`config.mk`:
```
export PLATFORM = sky130hd
export DESIGN_NAME = stop_wait_arq_receiver
export DESIGN_NICKNAME = d
export VERILOG_FILES = /design/src/rtl/core/swarq_pkg.sv /design/src/rtl/core/swarq_fifo.sv /design/src/rtl/core/swarq_front.sv /design/src/rtl/core/swarq_back.sv /design/src/rtl/core/stop_wait_arq_receiver.sv
export SDC_FILE = /design/constraint.sdc
export NUM_CORES = 1
export LEC_CHECK = 0
export BUFFER_PORTS_ARGS = -buffer_cell sky130_fd_sc_hd__buf_2
export CAP_MARGIN = 20
export CORE_MARGIN = 5
export CORE_UTILIZATION = 30
export CTS_BUF_LIST = sky130_fd_sc_hd__clkbuf_4 sky130_fd_sc_hd__clkbuf_8
export DETAILED_ROUTE_END_ITERATION = 8
export GPL_TIMING_DRIVEN = 0
export PLACE_DENSITY_LB_ADDON = 0.05
export SYNTH_ARGS = -nofsm -noshare
export SYNTH_HDL_FRONTEND = slang
export SYNTH_SLANG_ARGS = --single-unit
export TNS_END_PERCENT = 20
```
`constraint.sdc`:
```
create_clock -name clk -period 8.2 [get_ports clk]
set_input_delay 0 -clock clk [delete_from_list [all_inputs] [get_ports clk]]
set_output_delay 0 -clock clk [all_outputs]
set_load 0.01 [all_outputs]
```
`src/rtl/core/swarq_pkg.sv`:
```
// shared types, constants and helpers of the stop-and-wait arq receiver
package swarq_pkg;

	localparam int PAYLOAD_BYTES_DEF = 509;
	localparam int CMD_DEPTH_DEF     = 4;
	localparam int RES_DEPTH_DEF     = 2;

	// widest payload count over the supported payload sizes (up to 1023)
	localparam int CNT_W = 10;
	localparam int MSG_W = 24;

	localparam logic [7:0] CODE_ACK  = 8'h01;
	localparam logic [7:0] CODE_NAK  = 8'h02;
	localparam logic [7:0] TYPE_LAST = 8'h08;
	localparam logic [7:0] SUM_GOOD  = 8'hFF;
	localparam logic [7:0] SEQ_NONE  = 8'hFF;

	localparam logic KIND_PAYLOAD = 1'b0;
	localparam logic KIND_REPLY   = 1'b1;

	typedef struct packed {
		logic [7:0] data_byte;
		logic       datagram_end;
	} in_word_t;

	typedef struct packed {
		logic             result_kind;
		logic [7:0]       payload_byte;
		logic             reply_is_nak;
		logic [7:0]       reply_seq;
		logic [7:0]       reply_check;
		logic             accepted;
		logic             message_done;
		logic [MSG_W-1:0] message_length;
		logic             short_packet;
	} out_word_t;

	// classified word handed from the front to the back
	typedef struct packed {
		logic             is_reply;
		logic [7:0]       data;
		logic             sum_ok;
		logic             is_last;
		logic [7:0]       seq;
		logic [CNT_W-1:0] count;
		logic             short_pkt;
	} cmd_t;

	// one's-complement add with end-around carry
	function automatic logic [7:0] oc_add(input logic [7:0] a, input logic [7:0] b);
		logic [8:0] s;
		s = {1'b0, a} + {1'b0, b};
		return s[7:0] + {7'd0, s[8]};
	endfunction

endpackage

```
`src/rtl/core/swarq_fifo.sv`:
```
// small register queue used between the stages and at the result side
module swarq_fifo #(
	parameter int WIDTH = 8,
	parameter int DEPTH = 2
) (
	input  logic             clk,
	input  logic             arst_n,
	input  logic             push,
	input  logic [WIDTH-1:0] wdata,
	output logic             full,
	input  logic             pop,
	output logic [WIDTH-1:0] rdata,
	output logic             empty
);

	localparam int PTR_W = (DEPTH > 1) ? $clog2(DEPTH) : 1;
	localparam int CNT_W = $clog2(DEPTH + 1);

	logic [WIDTH-1:0] mem_q [DEPTH];
	logic [PTR_W-1:0] wr_q;
	logic [PTR_W-1:0] rd_q;
	logic [CNT_W-1:0] cnt_q;
	logic             do_push;
	logic             do_pop;

	assign full    = (cnt_q == CNT_W'(DEPTH));
	assign empty   = (cnt_q == '0);
	assign do_push = push && !full;
	assign do_pop  = pop && !empty;
	assign rdata   = mem_q[rd_q];

	always_ff @(posedge clk or negedge arst_n) begin
		if (!arst_n) begin
			wr_q  <= '0;
			rd_q  <= '0;
			cnt_q <= '0;
		end else begin
			if (do_push) begin
				wr_q <= (wr_q == PTR_W'(DEPTH - 1)) ? '0 : wr_q + 1'b1;
			end
			if (do_pop) begin
				rd_q <= (rd_q == PTR_W'(DEPTH - 1)) ? '0 : rd_q + 1'b1;
			end
			if (do_push && !do_pop) begin
				cnt_q <= cnt_q + 1'b1;
			end else if (do_pop && !do_push) begin
				cnt_q <= cnt_q - 1'b1;
			end
		end
	end

	always_ff @(posedge clk) begin
		if (do_push) begin
			mem_q[wr_q] <= wdata;
		end
	end

endmodule

```
`src/rtl/core/swarq_front.sv`:
```
// front stage: byte position tracking, checksum and header capture, classification
module swarq_front import swarq_pkg::*; #(
	parameter int PAYLOAD_BYTES = PAYLOAD_BYTES_DEF
) (
	input  logic     clk,
	input  logic     arst_n,
	input  logic     take,
	input  in_word_t word,
	output logic     cmd_valid,
	output cmd_t     cmd
);

	localparam int FULL_LEN = PAYLOAD_BYTES + 4;
	localparam int POS_W    = $clog2(FULL_LEN + 1);
	localparam int CMP_W    = (POS_W > 9) ? POS_W : 9;

	logic [POS_W-1:0] pos_q;
	logic [7:0]       sum_q;
	logic [7:0]       type_q;
	logic [7:0]       seq_q;
	logic [7:0]       len_q;

	logic             first;
	logic             live;
	logic [7:0]       b;
	logic [7:0]       sum_d;
	logic [7:0]       type_d;
	logic [7:0]       seq_d;
	logic [7:0]       len_d;
	logic [7:0]       len_cap;
	logic [CMP_W-1:0] p_c;
	logic [CMP_W-1:0] lo;
	logic [CMP_W-1:0] hi;
	logic [CMP_W-1:0] hi_m;
	logic [CMP_W-1:0] n;
	logic             is_last;
	logic             in_win;

	assign b     = word.data_byte;
	assign first = (pos_q == '0);
	assign live  = (pos_q < POS_W'(FULL_LEN));
	assign p_c   = CMP_W'(pos_q);

	assign len_cap = (CNT_W'(b) < CNT_W'(PAYLOAD_BYTES)) ? b : 8'(PAYLOAD_BYTES);

	always_comb begin
		sum_d  = sum_q;
		type_d = type_q;
		seq_d  = seq_q;
		len_d  = len_q;
		if (live) begin
			if (first) begin
				type_d = '0;
				seq_d  = '0;
				len_d  = '0;
			end
			sum_d = oc_add(first ? 8'd0 : sum_q, b);
			if (pos_q == POS_W'(1)) begin
				type_d = b;
			end else if (pos_q == POS_W'(2)) begin
				seq_d = b;
			end else if (pos_q == POS_W'(3) && type_q == TYPE_LAST) begin
				len_d = len_cap;
			end
		end
	end

	assign is_last = (type_d == TYPE_LAST);
	assign lo      = is_last ? CMP_W'(4) : CMP_W'(3);
	assign hi      = is_last ? CMP_W'(len_d) + CMP_W'(4) : CMP_W'(PAYLOAD_BYTES + 3);
	assign in_win  = (p_c >= lo) && (p_c < hi);
	assign hi_m    = (p_c < hi) ? p_c : hi;
	assign n       = (hi_m > lo) ? hi_m - lo : '0;

	assign cmd_valid = take && (word.datagram_end || (live && in_win));

	always_comb begin
		cmd           = '0;
		cmd.is_reply  = word.datagram_end;
		cmd.data      = b;
		cmd.sum_ok    = (sum_d == SUM_GOOD);
		cmd.is_last   = is_last;
		cmd.seq       = seq_d;
		cmd.count     = CNT_W'(n);
		cmd.short_pkt = (p_c + CMP_W'(1)) < CMP_W'(FULL_LEN);
	end

	always_ff @(posedge clk or negedge arst_n) begin
		if (!arst_n) begin
			pos_q  <= '0;
			sum_q  <= '0;
			type_q <= '0;
			seq_q  <= '0;
			len_q  <= '0;
		end else if (take) begin
			sum_q  <= sum_d;
			type_q <= type_d;
			seq_q  <= seq_d;
			len_q  <= len_d;
			if (word.datagram_end) begin
				pos_q <= '0;
			end else if (live) begin
				pos_q <= pos_q + 1'b1;
			end
		end
	end

endmodule

```
`src/rtl/core/swarq_back.sv`:
```
// back stage: payload pass-through, reply build, duplicate check, message length
module swarq_back import swarq_pkg::*; (
	input  logic      clk,
	input  logic      arst_n,
	input  logic      cmd_valid,
	input  cmd_t      cmd,
	output logic      cmd_take,
	input  logic      res_full,
	output logic      res_valid,
	output out_word_t res
);

	logic [7:0]       prev_q;
	logic [MSG_W-1:0] cnt_q;

	logic [7:0]       code;
	logic             acc;
	logic             done;
	logic [MSG_W:0]   sum_ext;
	logic [MSG_W-1:0] cnt_sat;
	logic [MSG_W-1:0] reported;

	assign cmd_take  = cmd_valid && !res_full;
	assign res_valid = cmd_take;

	assign code     = cmd.sum_ok ? CODE_ACK : CODE_NAK;
	assign acc      = cmd.sum_ok && (cmd.seq != prev_q);
	assign done     = acc && cmd.is_last;
	assign sum_ext  = {1'b0, cnt_q} + (MSG_W + 1)'(cmd.count);
	assign cnt_sat  = sum_ext[MSG_W] ? '1 : sum_ext[MSG_W-1:0];
	assign reported = acc ? cnt_sat : cnt_q;

	always_comb begin
		res = '0;
		if (cmd.is_reply) begin
			res.result_kind    = KIND_REPLY;
			res.reply_is_nak   = !cmd.sum_ok;
			res.reply_seq      = cmd.seq;
			res.reply_check    = ~oc_add(code, cmd.seq);
			res.accepted       = acc;
			res.message_done   = done;
			res.message_length = reported;
			res.short_packet   = cmd.short_pkt;
		end else begin
			res.result_kind  = KIND_PAYLOAD;
			res.payload_byte = cmd.data;
		end
	end

	always_ff @(posedge clk or negedge arst_n) begin
		if (!arst_n) begin
			prev_q <= SEQ_NONE;
			cnt_q  <= '0;
		end else if (cmd_take && cmd.is_reply && acc) begin
			prev_q <= cmd.seq;
			cnt_q  <= done ? '0 : cnt_sat;
		end
	end

endmodule

```
`src/rtl/core/stop_wait_arq_receiver.sv`:
```
// top level of the stop-and-wait arq receiver
//
// Bytes of datagrams enter as words on the item queue port
// (push/full) and results leave on the result queue port (empty/pop).
// Each body byte in the payload window comes out as a tentative payload
// word; the byte marked datagram_end yields one reply word with ACK/NAK,
// echoed sequence, reply check byte, accept flag and message length.
// One byte is taken every cycle while full is low. On the way to the
// result port, the front classifies each payload or reply into the
// command queue, and the back stage moves it on into the result queue
// whenever the result queue has room.
// When the result side stops popping, the result queue and then the
// command queue fill; full rises once the command queue has no room and
// no word is lost. Reset clears the byte position, the checksum, both
// queues, the message length and sets the last seen sequence to 0xFF.
module stop_wait_arq_receiver import swarq_pkg::*; #(
	parameter int PAYLOAD_BYTES = PAYLOAD_BYTES_DEF,
	parameter int CMD_DEPTH     = CMD_DEPTH_DEF,
	parameter int RES_DEPTH     = RES_DEPTH_DEF
) (
	input  logic      clk,
	input  logic      arst_n,
	input  logic      push,
	input  in_word_t  item,
	output logic      full,
	input  logic      pop,
	output out_word_t result,
	output logic      empty
);

	logic      take;
	logic      cmd_valid;
	cmd_t      cmd_in;
	cmd_t      cmd_out;
	logic      cmd_empty;
	logic      cmd_take;
	logic      res_full;
	logic      res_valid;
	out_word_t res_in;

	assign take = push && !full;

	swarq_front #(
		.PAYLOAD_BYTES(PAYLOAD_BYTES)
	) u_front (
		.clk       (clk),
		.arst_n    (arst_n),
		.take      (take),
		.word      (item),
		.cmd_valid (cmd_valid),
		.cmd       (cmd_in)
	);

	swarq_fifo #(
		.WIDTH($bits(cmd_t)),
		.DEPTH(CMD_DEPTH)
	) u_cmd_q (
		.clk    (clk),
		.arst_n (arst_n),
		.push   (cmd_valid),
		.wdata  (cmd_in),
		.full   (full),
		.pop    (cmd_take),
		.rdata  (cmd_out),
		.empty  (cmd_empty)
	);

	swarq_back u_back (
		.clk       (clk),
		.arst_n    (arst_n),
		.cmd_valid (!cmd_empty),
		.cmd       (cmd_out),
		.cmd_take  (cmd_take),
		.res_full  (res_full),
		.res_valid (res_valid),
		.res       (res_in)
	);

	swarq_fifo #(
		.WIDTH($bits(out_word_t)),
		.DEPTH(RES_DEPTH)
	) u_res_q (
		.clk    (clk),
		.arst_n (arst_n),
		.push   (res_valid),
		.wdata  (res_in),
		.full   (res_full),
		.pop    (pop),
		.rdata  (result),
		.empty  (empty)
	);

endmodule

```
==> impl_metrics.env, run 1 <==
export IMPL_setup_viol=0
export IMPL_vias=10000
export IMPL_vdd_drop_max_uv=213
export IMPL_clk_pin_slew_ps=60
export IMPL_clock_skew_ps=39.1
export IMPL_place_gp_congestion=0.783
export IMPL_io_pins=68
export IMPL_min_period_over_period_pct=90.1
export IMPL_worst_path_stages=28
export IMPL_rr_worst_depth=28
export IMPL_netlist_area_mm2=0.0153
export IMPL_yosys_cell_types_count=73
export IMPL_worst_pin_slew_ps=994
export IMPL_relSlewSlack_pct=33.8
export IMPL_vias_per_cell=4.82
export IMPL_yosysSeqAreaShare_pct=58.2
export IMPL_grt_pass1_vias=10600
export IMPL_status="completed"
export IMPL_antenna_left=0
export IMPL_maxCapViolations=0
export IMPL_synth_area_leaders="edfxtp_1 (44%), dfrtp_1 (13%), mux2_2 (4.8%)"
export IMPL_met3_usage_pct=2.90
export IMPL_grt_max_degree=57
export IMPL_synth_edf_count=226
export IMPL_antenna_found_initial=0
export IMPL_required_ps=8550
export IMPL_setup_ws_ps=814
export IMPL_ys_ff_latch=311
export IMPL_nets=1431
export IMPL_place_hpwl_um=26800
export IMPL_cts_buffer_depth=3
export IMPL_multi_input_comb_area_mm2=0.00604
export IMPL_wl_um=39000
export IMPL_die_w_um=236
export IMPL_cp_start_kind="flip-flop"
export IMPL_avgRoutedWirePerCell_um=18.7
export IMPL_synthArstFlopShare_pct=27.3
export IMPL_end_kind="flip-flop"
export IMPL_rrSetupSlack_ps=810
export IMPL_cts_sinks=311
export IMPL_synth_top_area_share_pct=44.2
export IMPL_critPathLaunch="u_front.p_c[6]"
export IMPL_die_area_mm2=0.0558
export IMPL_cts_made_buffers=57
export IMPL_cts_tree="yes"
export IMPL_clk_insertion_delay_late_ps=650
export IMPL_r2r_start="u_front.p_c[6]"
export IMPL_p_leak_nw=6.92
export IMPL_grt_busiest_layer="met2"
export IMPL_grt_pass1_wl_um=61700
export IMPL_die_h_um=236
export IMPL_row_count=82
export IMPL_final_cell_mix="edfxtp_1 (226), nand2_1 (111), nor2_1 (92), dfrtp_1 (77), buf_2 (76)"
export IMPL_hold_violations=0
export IMPL_hold_slack_ps=209
export IMPL_final_max_slew_violation_count=0
export IMPL_port_buffers=67
export IMPL_worstSetupPathType="reg2reg"
export IMPL_rsz0062_at_grt="no"
export IMPL_grt_usage_pct=13.9
export IMPL_grt_use_met2_pct=23.3
export IMPL_root_buffer="clkbuf_8"
export IMPL_ys_flop_type="edfxtp_1"
export IMPL_drive_gt1_share_pct=23.0
export IMPL_ff_latch_area_mm2=0.00892
export IMPL_layout_commonest_cell="edfxtp_1"
export IMPL_critical_path_top_delay_family="compound AO/OA/AOI/OAI gates"
export IMPL_hp_start="item[6]"
export IMPL_r2r_end="u_cmd_q.mem_q[1][10]"
export IMPL_tns_ps=0
export IMPL_use_met1_pct=18.4
export IMPL_critical_path_peak_fanout=10
export IMPL_dr_pass1_iters=5
export IMPL_start_util_pct=30.4
export IMPL_syn_avg_cell_area_um2=12.6
export IMPL_syn_num_nets=1284
export IMPL_antenna_cells=0
export IMPL_dr_first_iter_drc_count=476
export IMPL_hp_class="in2reg"
export IMPL_synthToLayoutAreaGrowth_pct=17.2
export IMPL_p_per_area_mw_per_mm2=416
export IMPL_yosysWarnings=0
export IMPL_synth_area_leader_cell="edfxtp_1"
export IMPL_cpPeakStageDelay_ps=650
export IMPL_post_place_ws_ps=932
export IMPL_num_fill_cells=5012
export IMPL_synth_cells=1213
export IMPL_path_buf_inv=4
export IMPL_htree_levels=2
export IMPL_layout_min_cycle_time_ps=7390
export IMPL_fmax_mhz=135
export IMPL_grt_overflow=0
export IMPL_worstSetupEndpoint="u_cmd_q.mem_q[1][10]"
export IMPL_slowest_stage="nor4_1"
export IMPL_drc_errors=0
export IMPL_arrival_ps=7730
export IMPL_coreArea_mm2=0.0504
stage by stage:
stage	power, mW	instance area (um2)	cells	utilization [%]
floorplan	4.94	15300	1213	-
global placement	6.04	16500	1952	32.8
detailed placement	6.07	16600	1959	33.0
CTS	7.66	18000	2080	35.7
global route	8.10	18000	2081	35.7
finish	7.49	18000	2081	35.7
sequential cells by signal (all words and copies together) (netlist names), 3 cells and up:
register,flops
u_cmd_q.cnt_q,3
u_front.len_q,8
u_res_q.mem_q,106
u_front.sum_q,8
u_back.prev_q,8
u_cmd_q.mem_q,120
u_front.p_c,10
u_front.type_q,8
u_back.cnt_q,24
u_front.seq_q,8
logic make-up after synthesis:
logic type,count (synthesis),synth area share [%]
buf+inv,94,2.55
mux,102,9.56
compound gates,228,10.0
fa+ha+maj,58,4.98
simple gates,366,11.6
xor+xnor,54,3.08
flops,311,58.2
power breakdown:
part	switching, mW	total, mW	internal, mW
clock network	0.660	1.53	0.873
registers	0.180	2.66	2.48
logic	2.01	3.29	1.28
cell type report:
type                       instances  area share, %
sequential                       311           49.6
timing repair buffer              88           3.28
clock inverter                    12          0.550
multi-input combinational        808           33.6
inverter                          33          0.689
clock buffer                      96           6.10
buffer                            61           1.48
tap                              672           4.68
layer usage:
metal | up-vias | share of wire [%]
met1 | 4954 | 46
met5 | - | 0
met3 | 69 | 4.0
met4 | 0 | 2.4
met2 | 175 | 47
li1 | 4838 | -
cells in the mapped netlist (5+ instances only):
cell type	number
edfxtp_1	226
nand2_1	111
nor2_1	93
dfrtp_1	77
mux2_2	66
o21ai_0	57
ha_1	53
a21oi_1	51
clkbuf_1	42
xnor2_1	40
and2_1	36
inv_1	32
mux4_2	29
nand3_1	25
and3_1	22
nor3_1	22
a22o_1	16
a31oi_1	16
xor2_1	14
a21o_1	12
nand2b_1	12
o31ai_1	12
a211oi_1	11
buf_2	9
dfstp_2	8
nand4_1	8
or2_2	8
mux2i_1	7
a311oi_1	5
buf_1	5
fa_1	5
nor4_1	5
o21bai_1	5
o22a_1	5
worst min path at each step:
stage	to	depth (start not counted)
6_report	u_cmd_q.mem_q[3][26]	2
5_1_grt	u_cmd_q.mem_q[3][26]	2
2_1_floorplan	u_back.cnt_q[0]	0
3_3_place_gp	u_cmd_q.mem_q[2][25]	1
3_5_place_dp	u_front.p_c[5]	2
4_1_cts	u_cmd_q.mem_q[0][26]	2
timing repair:
item / in CTS / in global routing
endpoints found under the setup margin: 0 / 0
hold endpoints to repair: 147 / 0
buffers inserted: 0 / 0
hold buffers: 13 / 0
gates resized for setup: 0 / 0
Note: power is estimated with default switching activity, not from simulation.
==> run 2, diff against run 1 <==
BUFFER_PORTS_ARGS = not set   (was -buffer_cell sky130_fd_sc_hd__buf_2)
DONT_BUFFER_PORTS = 1   (was not set)
==> run 2 against run 1 <==
Net effect:
- non-clock buffer count down 65
- die area unchanged
- global-route usage up 0.50 points
- critical path depth up 3
- clock power up 3%
- fmax up 0.29%
- sequential power about the same
- worst setup slack better by 22 ps
- clock skew up 21 ps
- clock-buffer cell count down 15
- combinational power down 4%
- register-to-register slack better by 20 ps
- critical endpoint unchanged
==> impl_metrics.env, run 2 (synthesis gave the netlist of run 1 again) <==
export IMPL_critPathLaunch="u_front.p_c[0]"
export IMPL_fmax_mhz=136
export IMPL_total_power_mw=7.40
export IMPL_worst_pin_slew_ps=918
export IMPL_post_place_ws_ps=836
export IMPL_vias=9883
export IMPL_hp_start="item[5]"
export IMPL_clock_skew_ps=59.7
export IMPL_synthToLayoutAreaGrowth_pct=15.6
export IMPL_vias_per_cell=4.89
export IMPL_relSlewSlack_pct=38.7
export IMPL_postCtsHoldBufs=15
export IMPL_largest_registers="u_cmd_q.mem_q: 120 flops, u_res_q.mem_q: 106 flops, u_back.cnt_q: 24 flops"
export IMPL_nets=1368
export IMPL_cpPeakStageDelay_ps=540
export IMPL_cts_setup_buffers=0
export IMPL_hp_class="in2reg"
export IMPL_maxCapViolations=0
export IMPL_r2r_start="u_front.p_c[0]"
export IMPL_largest_register="u_cmd_q.mem_q"
export IMPL_grt_pass1_wl_um=63100
export IMPL_hold_violations=0
export IMPL_post_route_util_pct=35.2
export IMPL_antenna_left=0
export IMPL_arrival_ps=7700
export IMPL_min_period_over_period_pct=89.8
export IMPL_cts_made_buffers=59
export IMPL_coreArea_mm2=0.0504
export IMPL_cts_sinks=311
export IMPL_required_ps=8540
export IMPL_layout_min_cycle_time_ps=7360
export IMPL_place_hpwl_um=26500
export IMPL_io_pins=68
export IMPL_root_buffer="clkbuf_8"
export IMPL_end_kind="flip-flop"
export IMPL_final_max_slew_violation_count=0
export IMPL_status="completed"
export IMPL_rsz0062_at_grt="no"
export IMPL_worstSetupPathType="reg2reg"
export IMPL_die_h_um=236
export IMPL_critical_path_peak_fanout=10
export IMPL_clk_insertion_delay_late_ps=670
export IMPL_vdd_drop_max_uv=231
export IMPL_port_buffers=0
export IMPL_p_leak_nw=6.65
export IMPL_cts_tree="yes"
export IMPL_cts_buffer_depth=3
export IMPL_drive_gt1_share_pct=18.6
export IMPL_dr_first_iter_drc_count=424
export IMPL_grt_pass1_vias=10300
export IMPL_die_area_mm2=0.0558
export IMPL_grt_max_degree=72
export IMPL_tns_ps=0
export IMPL_clk_pin_slew_ps=60
export IMPL_slowest_stage="dfrtp_1"
export IMPL_final_cell_mix="edfxtp_1 (226), nand2_1 (111), nor2_1 (92), dfrtp_1 (77), mux2_2 (66)"
export IMPL_num_fill_cells=5010
export IMPL_row_count=82
export IMPL_htree_levels=2
export IMPL_post_cts_resize_count=0
export IMPL_start_util_pct=30.4
export IMPL_antenna_found_initial=2
export IMPL_setup_viol=0
export IMPL_setup_ws_ps=836
export IMPL_die_w_um=236
export IMPL_wl_um=40400
export IMPL_avgRoutedWirePerCell_um=20.0
export IMPL_largest_reg_flops=120
export IMPL_place_gp_congestion=0.765
export IMPL_cp_start_kind="flip-flop"
export IMPL_p_per_area_mw_per_mm2=417
export IMPL_dr_pass1_iters=7
export IMPL_layout_commonest_cell="edfxtp_1"
export IMPL_grt_usage_pct=14.4
export IMPL_grt_overflow=0
export IMPL_drc_errors=0
==> run 2: changes by cell type in the layout (fill, tap and decap cells not counted), sizes merged, moves of 2 or more <==
cell,delta
buf,-65
bufinv,+2
clkbuf,-16
clkinv,+14
clkinvlp,+3
diode,+2
==> run 2: final timing paths <==
| kind | end | slack (ps) | depth (start not counted) |
|---|---|---|---|
| max | u_cmd_q.mem_q[1][10] | 840 | 31 |
| min reg2reg | u_back.prev_q[0] | 460 | 2 |
| min | u_front.sum_q[4] | 80 | 6 |
| max reg2reg | u_cmd_q.mem_q[1][10] | 840 | 31 |
| max in group asynchronous | u_front.p_c[6] | 7080 | 4 |
| min in group asynchronous | u_cmd_q.wr_q[1] | 460 | 3 |
==> run 2: metrics by stage <==
step	cells	hold slack, ps	cell area, um2
2_1_floorplan	1213	-296	15300
3_5_place_dp	1892	-289	16300
3_3_place_gp	1885	-288	16200
5_1_grt	2020	114	17700
6_report	2021	76.8	17700
4_1_cts	2018	9.99	17700
==> run 2: routing by layer <==
| layer | global-route usage [%] | share of wire, % |
|---|---|---|
| met5 | 0 | 0.017 |
| met1 | 19.6 | 47 |
| met2 | 23.2 | 47 |
| met3 | 3.00 | 4.5 |
| met4 | 4.47 | 2.3 |
==> run 2: report_power, final <==
group	internal (mW)	switching, mW
clock	0.891	0.679
combinational	1.16	2.01
sequential	2.48	0.182
==> run 2: cell type report <==
| type | count | area, um2 | share of cell area [%] |
|---|---|---|---|
| Timing Repair Buffer | 23 | 298 | 1.68 |
| Buffer | 61 | 267 | 1.50 |
| Antenna cell | 2 | 5.00 | 0.0282 |
| Tap cell | 672 | 841 | 4.74 |
| Inverter | 33 | 124 | 0.699 |
| Multi-Input combinational cell | 808 | 6040 | 34.1 |
| Sequential cell | 311 | 8920 | 50.3 |
| Clock inverter | 30 | 221 | 1.25 |
| Clock buffer | 81 | 1010 | 5.69 |
==> run 2: critical path: cells and delay by family, from the launching register on <==
kind | cells | cell delay, ps
compound gates | 8 | 2450
xor+xnor | 1 | 160
fa+ha+maj | 5 | 1430
buf+inv | 5 | 730
flops | 1 | 540
mux | 1 | 250
simple gates | 11 | 1530
